[src/ppu_sar_pkg.sv]
// ----------------------------------------------------------------------------
// ppu_sar_pkg
// Types and constants shared by the scroll and address register unit.
// ----------------------------------------------------------------------------
package ppu_sar_pkg;

  localparam int unsigned AddrW = 15;

  localparam logic [AddrW-1:0] HorizBits    = 15'h041f;
  localparam logic [AddrW-1:0] VertBits     = 15'h7be0;
  localparam logic [AddrW-1:0] PaletteStart = 15'h3f00;

  typedef enum logic [3:0] {
    ModeCtrl    = 4'd0,
    ModeMask    = 4'd1,
    ModeStatus  = 4'd2,
    ModeScroll  = 4'd3,
    ModeAddr    = 4'd4,
    ModeDataWr  = 4'd5,
    ModeDataRd  = 4'd6,
    ModeIncX    = 4'd7,
    ModeIncY    = 4'd8,
    ModeCopyH   = 4'd9,
    ModeCopyV   = 4'd10,
    ModeVblank  = 4'd11,
    ModeClear   = 4'd12,
    ModeHit     = 4'd13
  } mode_e;

  typedef struct packed {
    logic [AddrW-1:0] temp_addr;
    logic [AddrW-1:0] cur_addr;
    logic [2:0]       fine_scroll;
    logic             first_write;
    logic [7:0]       read_buffer;
    logic             step_by_32;
    logic             nmi_enable;
    logic             show_background;
    logic             show_sprites;
    logic             vblank_flag;
    logic             sprite0_hit;
  } state_t;

  typedef struct packed {
    logic [AddrW-1:0] access_addr;
    logic [7:0]       read_data;
    logic [AddrW-1:0] vram_addr;
    logic [2:0]       fine_x;
    logic             nmi_request;
  } result_t;

endpackage

[src/ppu_sar_step.sv]
// ----------------------------------------------------------------------------
// ppu_sar_step
// Next-state and result logic for one register access or timing event.
// ----------------------------------------------------------------------------
module ppu_sar_step (
  input  ppu_sar_pkg::state_t  state_i,
  input  logic [3:0]           mode_i,
  input  logic [7:0]           data_i,
  input  logic [7:0]           mem_data_i,
  output ppu_sar_pkg::state_t  state_o,
  output ppu_sar_pkg::result_t result_o
);

  logic [ppu_sar_pkg::AddrW-1:0] adv_addr;
  logic [ppu_sar_pkg::AddrW-1:0] inc_x_addr;
  logic [ppu_sar_pkg::AddrW-1:0] inc_y_addr;
  logic [ppu_sar_pkg::AddrW-1:0] addr_temp;
  logic [4:0]                    coarse_y;
  logic [7:0]                    rd;
  logic                          nmi;

  assign adv_addr = state_i.cur_addr +
                    (state_i.step_by_32 ? 15'd32 : 15'd1);

  always_comb begin
    inc_x_addr = state_i.cur_addr;
    if (state_i.cur_addr[4:0] == 5'd31) begin
      inc_x_addr[4:0] = 5'd0;
      inc_x_addr[10]  = ~state_i.cur_addr[10];
    end else begin
      inc_x_addr[4:0] = state_i.cur_addr[4:0] + 5'd1;
    end
  end

  always_comb begin
    inc_y_addr = state_i.cur_addr;
    coarse_y   = state_i.cur_addr[9:5];
    if (state_i.cur_addr[14:12] != 3'd7) begin
      inc_y_addr[14:12] = state_i.cur_addr[14:12] + 3'd1;
    end else begin
      inc_y_addr[14:12] = 3'd0;
      priority if (coarse_y == 5'd29) begin
        inc_y_addr[9:5] = 5'd0;
        inc_y_addr[11]  = ~state_i.cur_addr[11];
      end else if (coarse_y == 5'd31) begin
        inc_y_addr[9:5] = 5'd0;
      end else begin
        inc_y_addr[9:5] = coarse_y + 5'd1;
      end
    end
  end

  always_comb begin
    state_o   = state_i;
    rd        = 8'd0;
    nmi       = 1'b0;
    addr_temp = {state_i.temp_addr[14:8], data_i};
    unique case (ppu_sar_pkg::mode_e'(mode_i))
      ppu_sar_pkg::ModeCtrl: begin
        state_o.nmi_enable       = data_i[7];
        state_o.step_by_32       = data_i[2];
        state_o.temp_addr[11:10] = data_i[1:0];
      end
      ppu_sar_pkg::ModeMask: begin
        state_o.show_background = data_i[3];
        state_o.show_sprites    = data_i[4];
      end
      ppu_sar_pkg::ModeStatus: begin
        rd                  = {state_i.vblank_flag, state_i.sprite0_hit, 6'd0};
        state_o.vblank_flag = 1'b0;
        state_o.first_write = 1'b1;
      end
      ppu_sar_pkg::ModeScroll: begin
        if (state_i.first_write) begin
          state_o.temp_addr[4:0] = data_i[7:3];
          state_o.fine_scroll    = data_i[2:0];
        end else begin
          state_o.temp_addr[14:12] = data_i[2:0];
          state_o.temp_addr[9:5]   = data_i[7:3];
        end
        state_o.first_write = ~state_i.first_write;
      end
      ppu_sar_pkg::ModeAddr: begin
        if (state_i.first_write) begin
          state_o.temp_addr[14]   = 1'b0;
          state_o.temp_addr[13:8] = data_i[5:0];
        end else begin
          state_o.temp_addr = addr_temp;
          state_o.cur_addr  = addr_temp;
        end
        state_o.first_write = ~state_i.first_write;
      end
      ppu_sar_pkg::ModeDataWr: begin
        state_o.cur_addr = adv_addr;
      end
      ppu_sar_pkg::ModeDataRd: begin
        state_o.cur_addr = adv_addr;
        if (adv_addr < ppu_sar_pkg::PaletteStart) begin
          rd                  = state_i.read_buffer;
          state_o.read_buffer = mem_data_i;
        end else begin
          rd = mem_data_i;
        end
      end
      ppu_sar_pkg::ModeIncX: begin
        if (state_i.show_background) state_o.cur_addr = inc_x_addr;
      end
      ppu_sar_pkg::ModeIncY: begin
        if (state_i.show_background) state_o.cur_addr = inc_y_addr;
      end
      ppu_sar_pkg::ModeCopyH: begin
        if (state_i.show_background && state_i.show_sprites) begin
          state_o.cur_addr = (state_i.cur_addr & ~ppu_sar_pkg::HorizBits) |
                             (state_i.temp_addr & ppu_sar_pkg::HorizBits);
        end
      end
      ppu_sar_pkg::ModeCopyV: begin
        if (state_i.show_background && state_i.show_sprites) begin
          state_o.cur_addr = (state_i.cur_addr & ~ppu_sar_pkg::VertBits) |
                             (state_i.temp_addr & ppu_sar_pkg::VertBits);
        end
      end
      ppu_sar_pkg::ModeVblank: begin
        state_o.vblank_flag = 1'b1;
        nmi                 = state_i.nmi_enable;
      end
      ppu_sar_pkg::ModeClear: begin
        state_o.vblank_flag = 1'b0;
        state_o.sprite0_hit = 1'b0;
      end
      ppu_sar_pkg::ModeHit: begin
        state_o.sprite0_hit = 1'b1;
      end
      default: begin
      end
    endcase
  end

  always_comb begin
    result_o.access_addr = state_i.cur_addr;
    result_o.read_data   = rd;
    result_o.vram_addr   = state_o.cur_addr;
    result_o.fine_x      = state_o.fine_scroll;
    result_o.nmi_request = nmi;
  end

endmodule

[src/ppu_sar_core_regs.sv]
// ----------------------------------------------------------------------------
// ppu_sar_core_regs
// Input register, scroll/address state and result register with stall flow.
// ----------------------------------------------------------------------------
module ppu_sar_core_regs (
  input  logic                 clk_i,
  input  logic                 rst_ni,
  input  logic                 in_valid_i,
  output logic                 in_stall_o,
  input  logic [3:0]           mode_i,
  input  logic [7:0]           data_i,
  input  logic [7:0]           mem_data_i,
  output logic                 out_valid_o,
  input  logic                 out_stall_i,
  output ppu_sar_pkg::result_t result_o
);

  logic                 in_valid_q;
  logic [3:0]           mode_q;
  logic [7:0]           data_q;
  logic [7:0]           mem_data_q;
  logic                 out_valid_q;
  ppu_sar_pkg::result_t result_q;
  ppu_sar_pkg::state_t  state_q;
  ppu_sar_pkg::state_t  state_d;
  ppu_sar_pkg::result_t result_d;
  logic                 advance;
  logic                 in_take;

  assign advance    = in_valid_q && (!out_valid_q || !out_stall_i);
  assign in_stall_o = in_valid_q && !advance;
  assign in_take    = in_valid_i && !in_stall_o;

  ppu_sar_step u_step (
    .state_i    (state_q),
    .mode_i     (mode_q),
    .data_i     (data_q),
    .mem_data_i (mem_data_q),
    .state_o    (state_d),
    .result_o   (result_d)
  );

  always_ff @(posedge clk_i or negedge rst_ni) begin
    if (!rst_ni) begin
      in_valid_q  <= 1'b0;
      out_valid_q <= 1'b0;
      state_q     <= '{temp_addr: '0, cur_addr: '0, fine_scroll: '0,
                       first_write: 1'b1, read_buffer: '0, step_by_32: 1'b0,
                       nmi_enable: 1'b0, show_background: 1'b1,
                       show_sprites: 1'b1, vblank_flag: 1'b0,
                       sprite0_hit: 1'b0};
    end else begin
      if (in_take) begin
        in_valid_q <= 1'b1;
      end else if (advance) begin
        in_valid_q <= 1'b0;
      end
      if (advance) begin
        out_valid_q <= 1'b1;
        state_q     <= state_d;
      end else if (!out_stall_i) begin
        out_valid_q <= 1'b0;
      end
    end
  end

  always_ff @(posedge clk_i) begin
    if (in_take) begin
      mode_q     <= mode_i;
      data_q     <= data_i;
      mem_data_q <= mem_data_i;
    end
    if (advance) begin
      result_q <= result_d;
    end
  end

  assign out_valid_o = out_valid_q;
  assign result_o    = result_q;

endmodule

[src/ppu_scroll_address_registers_core.sv]
// ----------------------------------------------------------------------------
// ppu_scroll_address_registers_core
// Scroll and address register unit of the picture processor.
// ----------------------------------------------------------------------------
// Takes one request per cycle (CPU register access or rendering timing event)
// and returns one result per request: the request is captured in an input
// register, the state update and result are computed in a single pass of
// logic and land in the result register. Stall on the result side holds
// the result register and then the input register, so throughput is one
// request per cycle whenever the output is not stalled.
module ppu_scroll_address_registers_core (
  input  logic        clk_i,
  input  logic        rst_ni,
  input  logic        in_valid_i,
  output logic        in_stall_o,
  input  logic [3:0]  mode_i,
  input  logic [7:0]  data_i,
  input  logic [7:0]  mem_data_i,
  output logic        out_valid_o,
  input  logic        out_stall_i,
  output logic [14:0] access_addr_o,
  output logic [7:0]  read_data_o,
  output logic [14:0] vram_addr_o,
  output logic [2:0]  fine_x_o,
  output logic        nmi_request_o
);

  ppu_sar_pkg::result_t result;

  ppu_sar_core_regs u_regs (
    .clk_i       (clk_i),
    .rst_ni      (rst_ni),
    .in_valid_i  (in_valid_i),
    .in_stall_o  (in_stall_o),
    .mode_i      (mode_i),
    .data_i      (data_i),
    .mem_data_i  (mem_data_i),
    .out_valid_o (out_valid_o),
    .out_stall_i (out_stall_i),
    .result_o    (result)
  );

  assign access_addr_o = result.access_addr;
  assign read_data_o   = result.read_data;
  assign vram_addr_o   = result.vram_addr;
  assign fine_x_o      = result.fine_x;
  assign nmi_request_o = result.nmi_request;

endmodule
[config.mk]
export PLATFORM = sky130hd
export DESIGN_NAME = ppu_scroll_address_registers_core
export DESIGN_NICKNAME = d
export VERILOG_FILES = /design/src/ppu_sar_pkg.sv /design/src/ppu_sar_step.sv /design/src/ppu_sar_core_regs.sv /design/src/ppu_scroll_address_registers_core.sv
export SDC_FILE = /design/constraint.sdc
export NUM_CORES = 1
export LEC_CHECK = 0
export ABC_AREA = 1
export BUFFER_PORTS_ARGS = -buffer_cell sky130_fd_sc_hd__buf_2
export CAP_MARGIN = 20
export CORE_MARGIN = 10
export CORE_UTILIZATION = 53
export DETAILED_ROUTE_END_ITERATION = 8
export PLACE_DENSITY = 0.8
export SLEW_MARGIN = 20
export SYNTH_ARGS = -nofsm -noshare
export SYNTH_HDL_FRONTEND = slang
export SYNTH_SLANG_ARGS = --single-unit
[constraint.sdc]
create_clock -name clk_i -period 2.9 [get_ports clk_i]
set_clock_uncertainty 0.2 [all_clocks]
set_input_delay 0.58 -clock clk_i [delete_from_list [all_inputs] [get_ports clk_i]]
set_output_delay 0.58 -clock clk_i [all_outputs]
set_load 0.01 [all_outputs]
After elaboration in Yosys (flattened, before gate mapping) --
Cells that the tools add are included.
Storage, ports and cells: register bits 112, memory bits (read-only) 0, latch bits 0, memories kept 0, word-level logic and storage cells 118, memory bits (writable) 0
Cells by class: div/mod/pow operators 0, order comparisons 1, add/sub/neg operators 4, reduce and logical (&&, ||, !) cells 29, equal/unequal tests 22, muxes and demuxes 33, $mul 0, bitwise logic cells 5, shift-type cells 0
Operator list (number):
- 15-bit one-hot mux with 6 select lines | 1
- 15-bit 2-to-1 mux | 3
- 5-bit 2-to-1 mux | 6
- 4-bit equality test, second input constant | 6
- 23-bit 2-to-1 mux | 1
- 10-bit one-hot mux with 2 select lines | 1
- 4-bit by 3-bit equality test with 1-bit output, second input constant | 4
- 8-bit one-hot mux with 2 select lines | 1
- 15-bit by 6-bit adder with 15-bit output | 1
- 5-bit equality test, second input constant | 3
- 15-bit by 14-bit less-than comparator with 1-bit output, second input constant | 1
- 11-bit by 15-bit OR with 15-bit output | 1
- 15-bit by 11-bit OR with 15-bit output | 1
- 3-bit 2-to-1 mux | 4
- 4-bit AND reduction | 3
- 2-bit nonzero test | 6
- 11-bit 2-to-1 mux | 1
- 5-bit by 1-bit adder with 5-bit output, second input constant | 2
- 2-bit AND reduction | 5
- 4-bit by 2-bit equality test with 1-bit output, second input constant | 2
- 8-bit 2-to-1 mux | 1
- 1-bit 2-to-1 mux | 7
- 7-bit 2-to-1 mux | 1
- 6-bit 2-to-1 mux | 1
- 15 further kinds | 31

Depth between registers and ports, before layout --
Gate-level depths: netlist of run 1.
word-level depth 8, depth in mapped cells 16, mapped depth without buffers 16

Cells and area by module --
A second synthesis of run 1 with hierarchy kept.
Unflattened totals: cells, all modules 808, area, all modules 6693.9 sq um
By module, submodules not included:
- ppu_sar_core_regs | cells an instance 282, area each 3866.2 sq um, times used 1
- ppu_sar_step | cells an instance 526, area each 2827.7 sq um, times used 1

Worst setup path after synthesis of run 1 --
No wires, ideal clock.
path kind in2reg, from input port out_stall_i, to register u_regs.result_q (netlist bit u_regs.result_o[0]) (enable), setup slack -0.053 ns, buffers on the path 1, arrival 2.331 ns, stages 4, cell sequence nand2_1 > inv_1 > nor2_1 > clkbuf_1
On the way: longest elaborated chain between the ends 3
Ends and longest elaborated chain:
- from (decl) | RTL line ppu_scroll_address_registers_core.sv:20 | input logic out_stall_i,
- 1-bit zero test | RTL line ppu_sar_core_regs.sv:30 | assign advance = in_valid_q && (!out_valid_q || !out_stall_i);
- 1-bit logical OR | RTL line ppu_sar_core_regs.sv:30
- 1-bit logical AND | RTL line ppu_sar_core_regs.sv:30
- named net u_regs.advance | RTL line ppu_sar_core_regs.sv:27 | logic advance;
- to (signal assigned) | RTL line ppu_sar_core_regs.sv:74 | result_q <= result_d;
- to (decl) | RTL line ppu_sar_core_regs.sv:23 | ppu_sar_pkg::result_t result_q;
The timed path passes the listed nets, and every way through them passes these cells. A chain may end at the register's enable or synchronous reset.

==> results of run 1 <==
-- cell type report --
| cell class | instances | area (um^2) |
|---|---|---|
| flip-flops and latches | 112 | 3120 |
| clock inverters | 7 | 52.6 |
| clock buffers | 9 | 124 |
| fillers | 900 | 4060 |
| repair buffers | 71 | 365 |
| inverters | 70 | 263 |
| multi-input cells | 407 | 2130 |
| well taps | 136 | 170 |
-- cells by family (layout without fill, tap and decap cells) --
| group | after synthesis | after routing | synth area share |
|---|---|---|---|
| and+or+nand+nor | 288 | 288 | 0.237 |
| xor gates and xnor gates | 2 | 2 | 0.00316 |
| buffers and inverters | 78 | 157 | 0.0561 |
| adders and majority gates | 10 | 10 | 0.0225 |
| AOI/OAI and AO/OA | 104 | 104 | 0.113 |
| DFF | 112 | 112 | 0.562 |
| muxes | 3 | 3 | 0.00609 |
-- flip-flops by register name, indices dropped and copies added, names as in the netlist --
register	flops
u_regs.result_o	42
u_regs.data_q	8
u_regs.mem_data_q	8
u_regs.in_valid_q	1
u_regs.out_valid_o	1
u_regs.mode_q	4
u_regs.state_q	48
-- cells in the mapped netlist, drive strengths merged --
cell / number
a22oi: 6
o211ai: 5
nand3: 45
clkbuf: 5
o21ai: 49
nand2: 167
edfxtp: 62
a221oi: 1
and3b: 1
nand4: 10
o22a: 1
o22ai: 3
buf: 3
clkinv: 3
nor3: 8
nor2: 56
xor2: 2
a21oi: 22
inv: 67
dfrtp: 47
a211oi: 3
a32oi: 1
dfstp: 3
a31oi: 9
o2111ai: 2
ha: 10
nor3b: 1
a21o: 2
mux2: 3
-- power by group through the flow --
stage | registers [uW] | logic, uW | clock network, uW
floorplan | 2490 | 811 | 0
global placement | 2510 | 1190 | 0
detailed placement | 2530 | 1230 | 0
CTS | 2490 | 1230 | 890
global route | 2560 | 1400 | 949
finish | 2500 | 1220 | 870
-- stage by stage --
step / cell area [um^2] / cells / power, uW
after floorplan: 5550 / 597 / 3300
after global placement: 6040 / 796 / 3700
after detailed placement: 6040 / 796 / 3750
after CTS: 6220 / 812 / 4620
after global routing: 6220 / 812 / 4910
final: 6220 / 812 / 4590
-- how the worst max path moves through the flow --
stage	endpoint	cells past startpoint	slack, ns
CTS	u_regs.result_o[26]$_DFFE_PP_	15	0.31
global route	u_regs.result_o[26]$_DFFE_PP_	15	0.06
detailed placement	u_regs.result_o[26]$_DFFE_PP_	15	0.32
global placement	u_regs.result_o[26]$_DFFE_PP_	15	0.46
finish	u_regs.result_o[26]$_DFFE_PP_	15	0.28
floorplan	u_regs.result_o[25]$_DFFE_PP_	15	0.62
-- layout by cell type (no fill, tap or decap), types with 10 or more instances in the layout --
cell and n:
a21oi_1 21, buf_2 67, dfrtp_1 47, edfxtp_1 62, ha_1 10, inv_1 59
nand2_1 154, nand3_1 40, nand4_1 10, nor2_1 45, o21ai_0 36
-- layer usage --
layer / vias up / GRT usage
met3: 39 / 0.0409
met5: - / 0
met1: 2100 / 0.221
li1: 2172 / -
met4: 0 / 0.0913
met2: 184 / 0.303
==> results.ini, run 1 <==
[timing]
worst_pin_slew_ns = 0.690
report.final.slew_viol_count = 0
slew_headroom = 0.540
setup_ws_ns = 0.275
setup_viol = 0
hold_slack_ns = 0.0791
period_minus_slack_ns = 2.62
hold_viol_final = 0
rsz0062_at_grt = false
fmax_mhz = 381
fin_tns_setup_ns = 0
fin_crit_sh = 0.905

[critical_path]
worst-r2r-cell-count = 15
crit_path_frequent_cell = nand2_1
crit_arrival_ns = 2.58
r2r-end = u_regs.result_o[26]$_DFFE_PP_
startpoint = u_regs.state_q[18]$_DFFE_PN0P_
r2r-start = u_regs.state_q[18]$_DFFE_PN0P_
critPathMaxStageDelay_ns = 0.47
critPathLaunchType = flop
worst-path-max-fanout = 10
cpMaxStageDelayCell = dfrtp_1
endpoint_kind = flop
required_ns = 2.86
critical_path.cell_chain = ha_1, ha_1, nand2_1, nor2_2, nand2_1, nand2_2, nand2_1, nand2_2, nand3_2, nor2_4, nand2_4, nand2_4, nand2_1, nand3_1, nand2_1
rrSetupSlack_ns = 0.28
path_buf_inv = 0
critical_path_class = flop to flop
crit_family = simple AND/OR/NAND/NOR gates

[route]
route.met3.wl_um = 981
drtAntennaViolNets = 0
drtIter0Drc = 386
top_layer_used = met4
wl_met1_um = 5320
avgRoutedWirePerCell_um = 16.3
finalWirelength_um = 13300
vias = 4495
first_pass_iters = 6
wl_met2_um = 6500
routed_via_density = 5.54
drcViolationCount = 0

[clock_tree]
htree_num_levels = 3
cts_setup_buffers = 0
holdBufCountCts = 0
cts_resized = 0
numCtsBuffers = 9
cts_tree = yes
cts_root_buffer = clkbuf_8
clk_pin_slew_ns = 0.11
ctsLongestPathBuffers = 2
clock-sinks = 112
clock_latency_ns = 0.39

[die]
start_util = 0.540
die_area_mm2 = 0.0150
fp.dieH_um = 122
fp.coreArea_mm2 = 0.0103
ios = 68
rows = 37
die_x_um = 122

[run]
cap_viol_max_count = 0

[power_and_ir_drop]
p_sw_frac = 0.361
p_leak_uw = 0.00272
ir_drop_mv = 0.350
p_int_uw = 2930
p_clk_frac = 0.189
p_comb_frac = 0.266
p_sw_uw = 1660
p_per_area_mw_per_mm2 = 738
pwr-share-seq = 0.544

[hold_path]
hold_path.class = input pin to asynchronous set/reset pin

[final_layout]
diodes = 0
syn_to_final_growth_pct = 12.1
layout-drive-gt1-share = 0.204
layout.nets = 705
fin_util = 0.605

[synth]
ys_seq_area_frac = 0.562
synthesis.nets = 631
avgSynthCellArea_um2 = 9.29
syn_area_mm2 = 0.00555
synth_largest_area_cell = edfxtp_1
syn_inst = 597
synth_seq_cells = 112
yosys_warnings = 0
synth_area_leaders = edfxtp_1, dfrtp_1, nand2_1, inv_1, nand3_1
synth_top_area_share = 0.336
synthDistinctLibCells = 42

[grt]
grt_max_degree = 51
grt_pass1_vias = 4377
grt_pass1_wl_um = 21600
track_usage = 0.183
antenna_found_initial = 0
grt-ovfl-total = 0

[placement]
gp_congestion = 0.945
dpl.hpwl_um = 10200
post-place-ws_ns = 0.322
io_buffers = 67

[run_status]
outcome = finished, final reports clean

Note: power is estimated with default switching activity, not from simulation.
==> inputs of run 2 (changes only) <==
--- a/config.mk
+++ b/config.mk
@@ -9,10 +9,12 @@
 export BUFFER_PORTS_ARGS = -buffer_cell sky130_fd_sc_hd__buf_2
 export CAP_MARGIN = 20
 export CORE_MARGIN = 10
-export CORE_UTILIZATION = 53
+export CORE_UTILIZATION = 54
+export CTS_CLUSTER_DIAMETER = 60
 export DETAILED_ROUTE_END_ITERATION = 8
 export PLACE_DENSITY = 0.8
 export SLEW_MARGIN = 20
 export SYNTH_ARGS = -nofsm -noshare
 export SYNTH_HDL_FRONTEND = slang
+export SYNTH_HIERARCHICAL = 1
 export SYNTH_SLANG_ARGS = --single-unit
==> run 2 against run 1 <==
  * The flow now finishes with violations (design-rule violations)
  * Final cell count grew 25%
  * Clock power grew 44%
  * Non-clock buffer count grew 12
  * Synthesized area grew 21%
  * Synthesized cell count grew 35%
  * Worst hold slack lost 0.064 ns
  * Die area grew 15%
==> results.ini, run 2 <==
[run_status]
outcome = finished with violations
violations = design-rule violations

[placement]
dpl.hpwl_um = 12900  ; +26%
gp_congestion = 1.01  ; +7.2%
io_buffers = 67  ; unchanged

[synth]
synthDistinctLibCells = 52  ; +24%
synthesis.nets = 842  ; +33%
yosys_warnings = 6  ; +6
synth_seq_cells = 112  ; unchanged
syn_area_mm2 = 0.00669  ; +21%
synth_most_common_cell = nand2_1
synth_edf_count = 62  ; unchanged
synth_top_area_share = 0.278  ; -0.0574
ys_seq_area_frac = 0.466  ; -0.0961
synth_area_leaders = edfxtp_1, dfrtp_1, nand2_1, nand3_1, inv_1
avgSynthCellArea_um2 = 8.28  ; -11%
syn_inst = 808  ; +35%
synth_largest_area_cell = edfxtp_1
synthFlopType = edfxtp_1
synthArstFlopShare = 0.446  ; unchanged
synth_commonest_cells = nand2_1, nand3_1, inv_1, nor2_1, edfxtp_1

[timing]
slew_headroom = 0.451  ; -0.0888
rsz0062_at_grt = false
fin_tns_setup_ns = 0  ; unchanged
worst_pin_slew_ns = 0.818  ; +0.129 ns
period_minus_slack_ns = 2.66  ; +0.0384 ns
fin_crit_sh = 0.918  ; +0.0132
hold_viol_final = 0  ; unchanged
setup_viol = 0  ; unchanged
fmax_mhz = 375  ; -1.4%
report.final.slew_viol_count = 0  ; unchanged

[run]
cap_viol_max_count = 0  ; unchanged

[die]
die_x_um = 131  ; +7.4%
fp.coreArea_mm2 = 0.0121  ; +17%
fp.dieH_um = 131  ; +7.4%
start_util = 0.555  ; +0.0150
die_area_mm2 = 0.0172  ; +15%
rows = 40  ; +8.1%
ios = 68  ; unchanged

[power_and_ir_drop]
ir_drop_mv = 0.618  ; +77%
power.total_uw = 5240  ; +14%
p_leak_uw = 0.00330  ; +21%
p_per_area_mw_per_mm2 = 723  ; -2.2%

[clock_tree]
htree_num_levels = 3  ; unchanged
cts_root_buffer = clkbuf_16
ctsLongestPathBuffers = 2  ; unchanged
cts_setup_buffers = 0  ; unchanged
cts_tree = yes
clock_latency_ns = 0.36  ; -0.03 ns
clk_pin_slew_ns = 0.08  ; -0.03 ns
clock-sinks = 112  ; unchanged
numCtsBuffers = 9  ; unchanged

[critical_path]
critPathLaunchType = flop
crit_arrival_ns = 2.76  ; +0.18 ns
r2r-start = u_regs/state_q[5]$_DFFE_PN0P_
endpoint_kind = flop
worst-r2r-cell-count = 13  ; -2
r2r-end = u_regs/state_q[8]$_DFFE_PN0P_
critical_path_class = flop to flop
rrSetupSlack_ns = 0.24  ; -0.04 ns
worst-path-max-fanout = 8  ; -2
required_ns = 3.00  ; +0.14 ns

[final_layout]
final_cell_mix = nand2_1, nand3_1, inv_1
syn_to_final_growth_pct = 8.41
fill_cells = 1085  ; +21%
diodes = 0  ; unchanged
layout-drive-gt1-share = 0.187  ; -0.0167
final_common_cell = nand2_1
seq_area_mm2 = 0.00312  ; about the same
layout.nets = 872  ; +24%
largest_reg_flops = 48  ; unchanged
largest_register = u_regs/state_q
multi_input_area_mm2 = 0.00284  ; +33%

[route]
vias = 5834  ; +30%
drtAntennaViolNets = 0  ; unchanged
finalWirelength_um = 18100  ; +36%
routed_via_density = 5.77  ; +4.2%
avgRoutedWirePerCell_um = 17.9  ; +9.5%
drcViolationCount = 1  ; +1
drtIter0Drc = 826  ; +110%
first_pass_iters = 9  ; +3

[grt]
antenna_found_initial = 0  ; unchanged
grt_pass1_wl_um = 29000  ; +35%
track_usage = 0.205  ; +0.0219
grt_max_degree = 51  ; unchanged
grt-ovfl-total = 0  ; unchanged
grt_pass1_vias = 5514  ; +26%

[hold_path]
hold_path.class = input pin to asynchronous set/reset pin

## run 2: cell count changes in the layout (fill, tap and decap cells not counted), sizes merged, moves of 8 or more
cell,before,now
buf,71,83
inv,71,82
nand2,167,208
nand3,45,90
nor2,56,78
o21ai,49,64
o21bai,0,8
o221ai,0,8
## run 2: worst max-delay path by stage
stage / startpoint / endpoint / slack [ns] / cells past startpoint
after floorplan: out_stall_i / u_regs/result_o[0]$_DFFE_PP_ / 0.47 / 5
after global placement: u_regs/state_q[18]$_DFFE_PN0P_ / u_regs/state_q[10]$_DFFE_PN0P_ / 0.35 / 16
after detailed placement: u_regs/state_q[18]$_DFFE_PN0P_ / u_regs/state_q[9]$_DFFE_PN0P_ / 0.23 / 16
after CTS: u_regs/state_q[18]$_DFFE_PN0P_ / u_regs/state_q[8]$_DFFE_PN0P_ / 0.21 / 16
after global routing: u_regs/state_q[5]$_DFFE_PN0P_ / u_regs/result_o[21]$_DFFE_PP_ / 0.03 / 16
final: u_regs/state_q[5]$_DFFE_PN0P_ / u_regs/state_q[8]$_DFFE_PN0P_ / 0.24 / 13
## run 2: repair_timing
item / in CTS / in global routing
hold buffers: 0 / 0
endpoints found under the setup margin: 0 / 8
resized for setup: 0 / 2
## run 2: power by group
part	total (uW)	internal [uW]	switching, uW
sequential	2440	2090	352
clock	1250	697	552
combinational	1550	541	1010
total	5240	3330	1910
## run 2: layout make-up
class	instances	area share
well taps	168	0.0290
multi-input cells	549	0.391
flip-flops and latches	112	0.430
clock buffers	12	0.0340
inverters	83	0.0429
clock inverters	4	0.00741
repair buffers	83	0.0662
## run 2: stage by stage
step                      cell area, um^2   util  hold WS, ns  setup WS (ns)  cells
after CTS                            7240  0.601       0.0192          0.207   1010
after global routing                 7260  0.602       0.0272         0.0280   1011
after detailed placement             6940  0.576        0.266          0.232    994
after floorplan                      6690      -       0.0844          0.469    808
final                                7260  0.602       0.0149          0.237   1011
after global placement               6940  0.576        0.251          0.348    994
## run 2: metal layers
metal  part of all wire  GRT usage  up-vias
met4              0.026     0.0735        0
met2               0.46      0.314      327
met3              0.092     0.0549       37
met1               0.43      0.272     2708
li1                   -          -     2762
met5                  0          0        -
## run 2: logic make-up after synthesis
group / count (synthesis) / share of synthesized area
adders and majority gates: 10 / 0.0187
AOI/OAI and AO/OA: 147 / 0.140
DFF: 112 / 0.466
buffers and inverters: 148 / 0.113
and+or+nand+nor: 388 / 0.258
muxes: 1 / 0.00168
xor gates and xnor gates: 2 / 0.00374
## run 2: worst max-delay path, stage by stage, from the launching register on
cell and delay (ns):
dfrtp_1 0.40, inv_1 0.09, ha_1 0.22, ha_2 0.23, nand3_2 0.12, o21bai_4 0.19, nand2_2 0.10, nor2_4 0.11
xor2_2 0.09, inv_2 0.16, nand3_2 0.27, o21ai_2 0.22, nand3_1 0.11, nand2_1 0.10
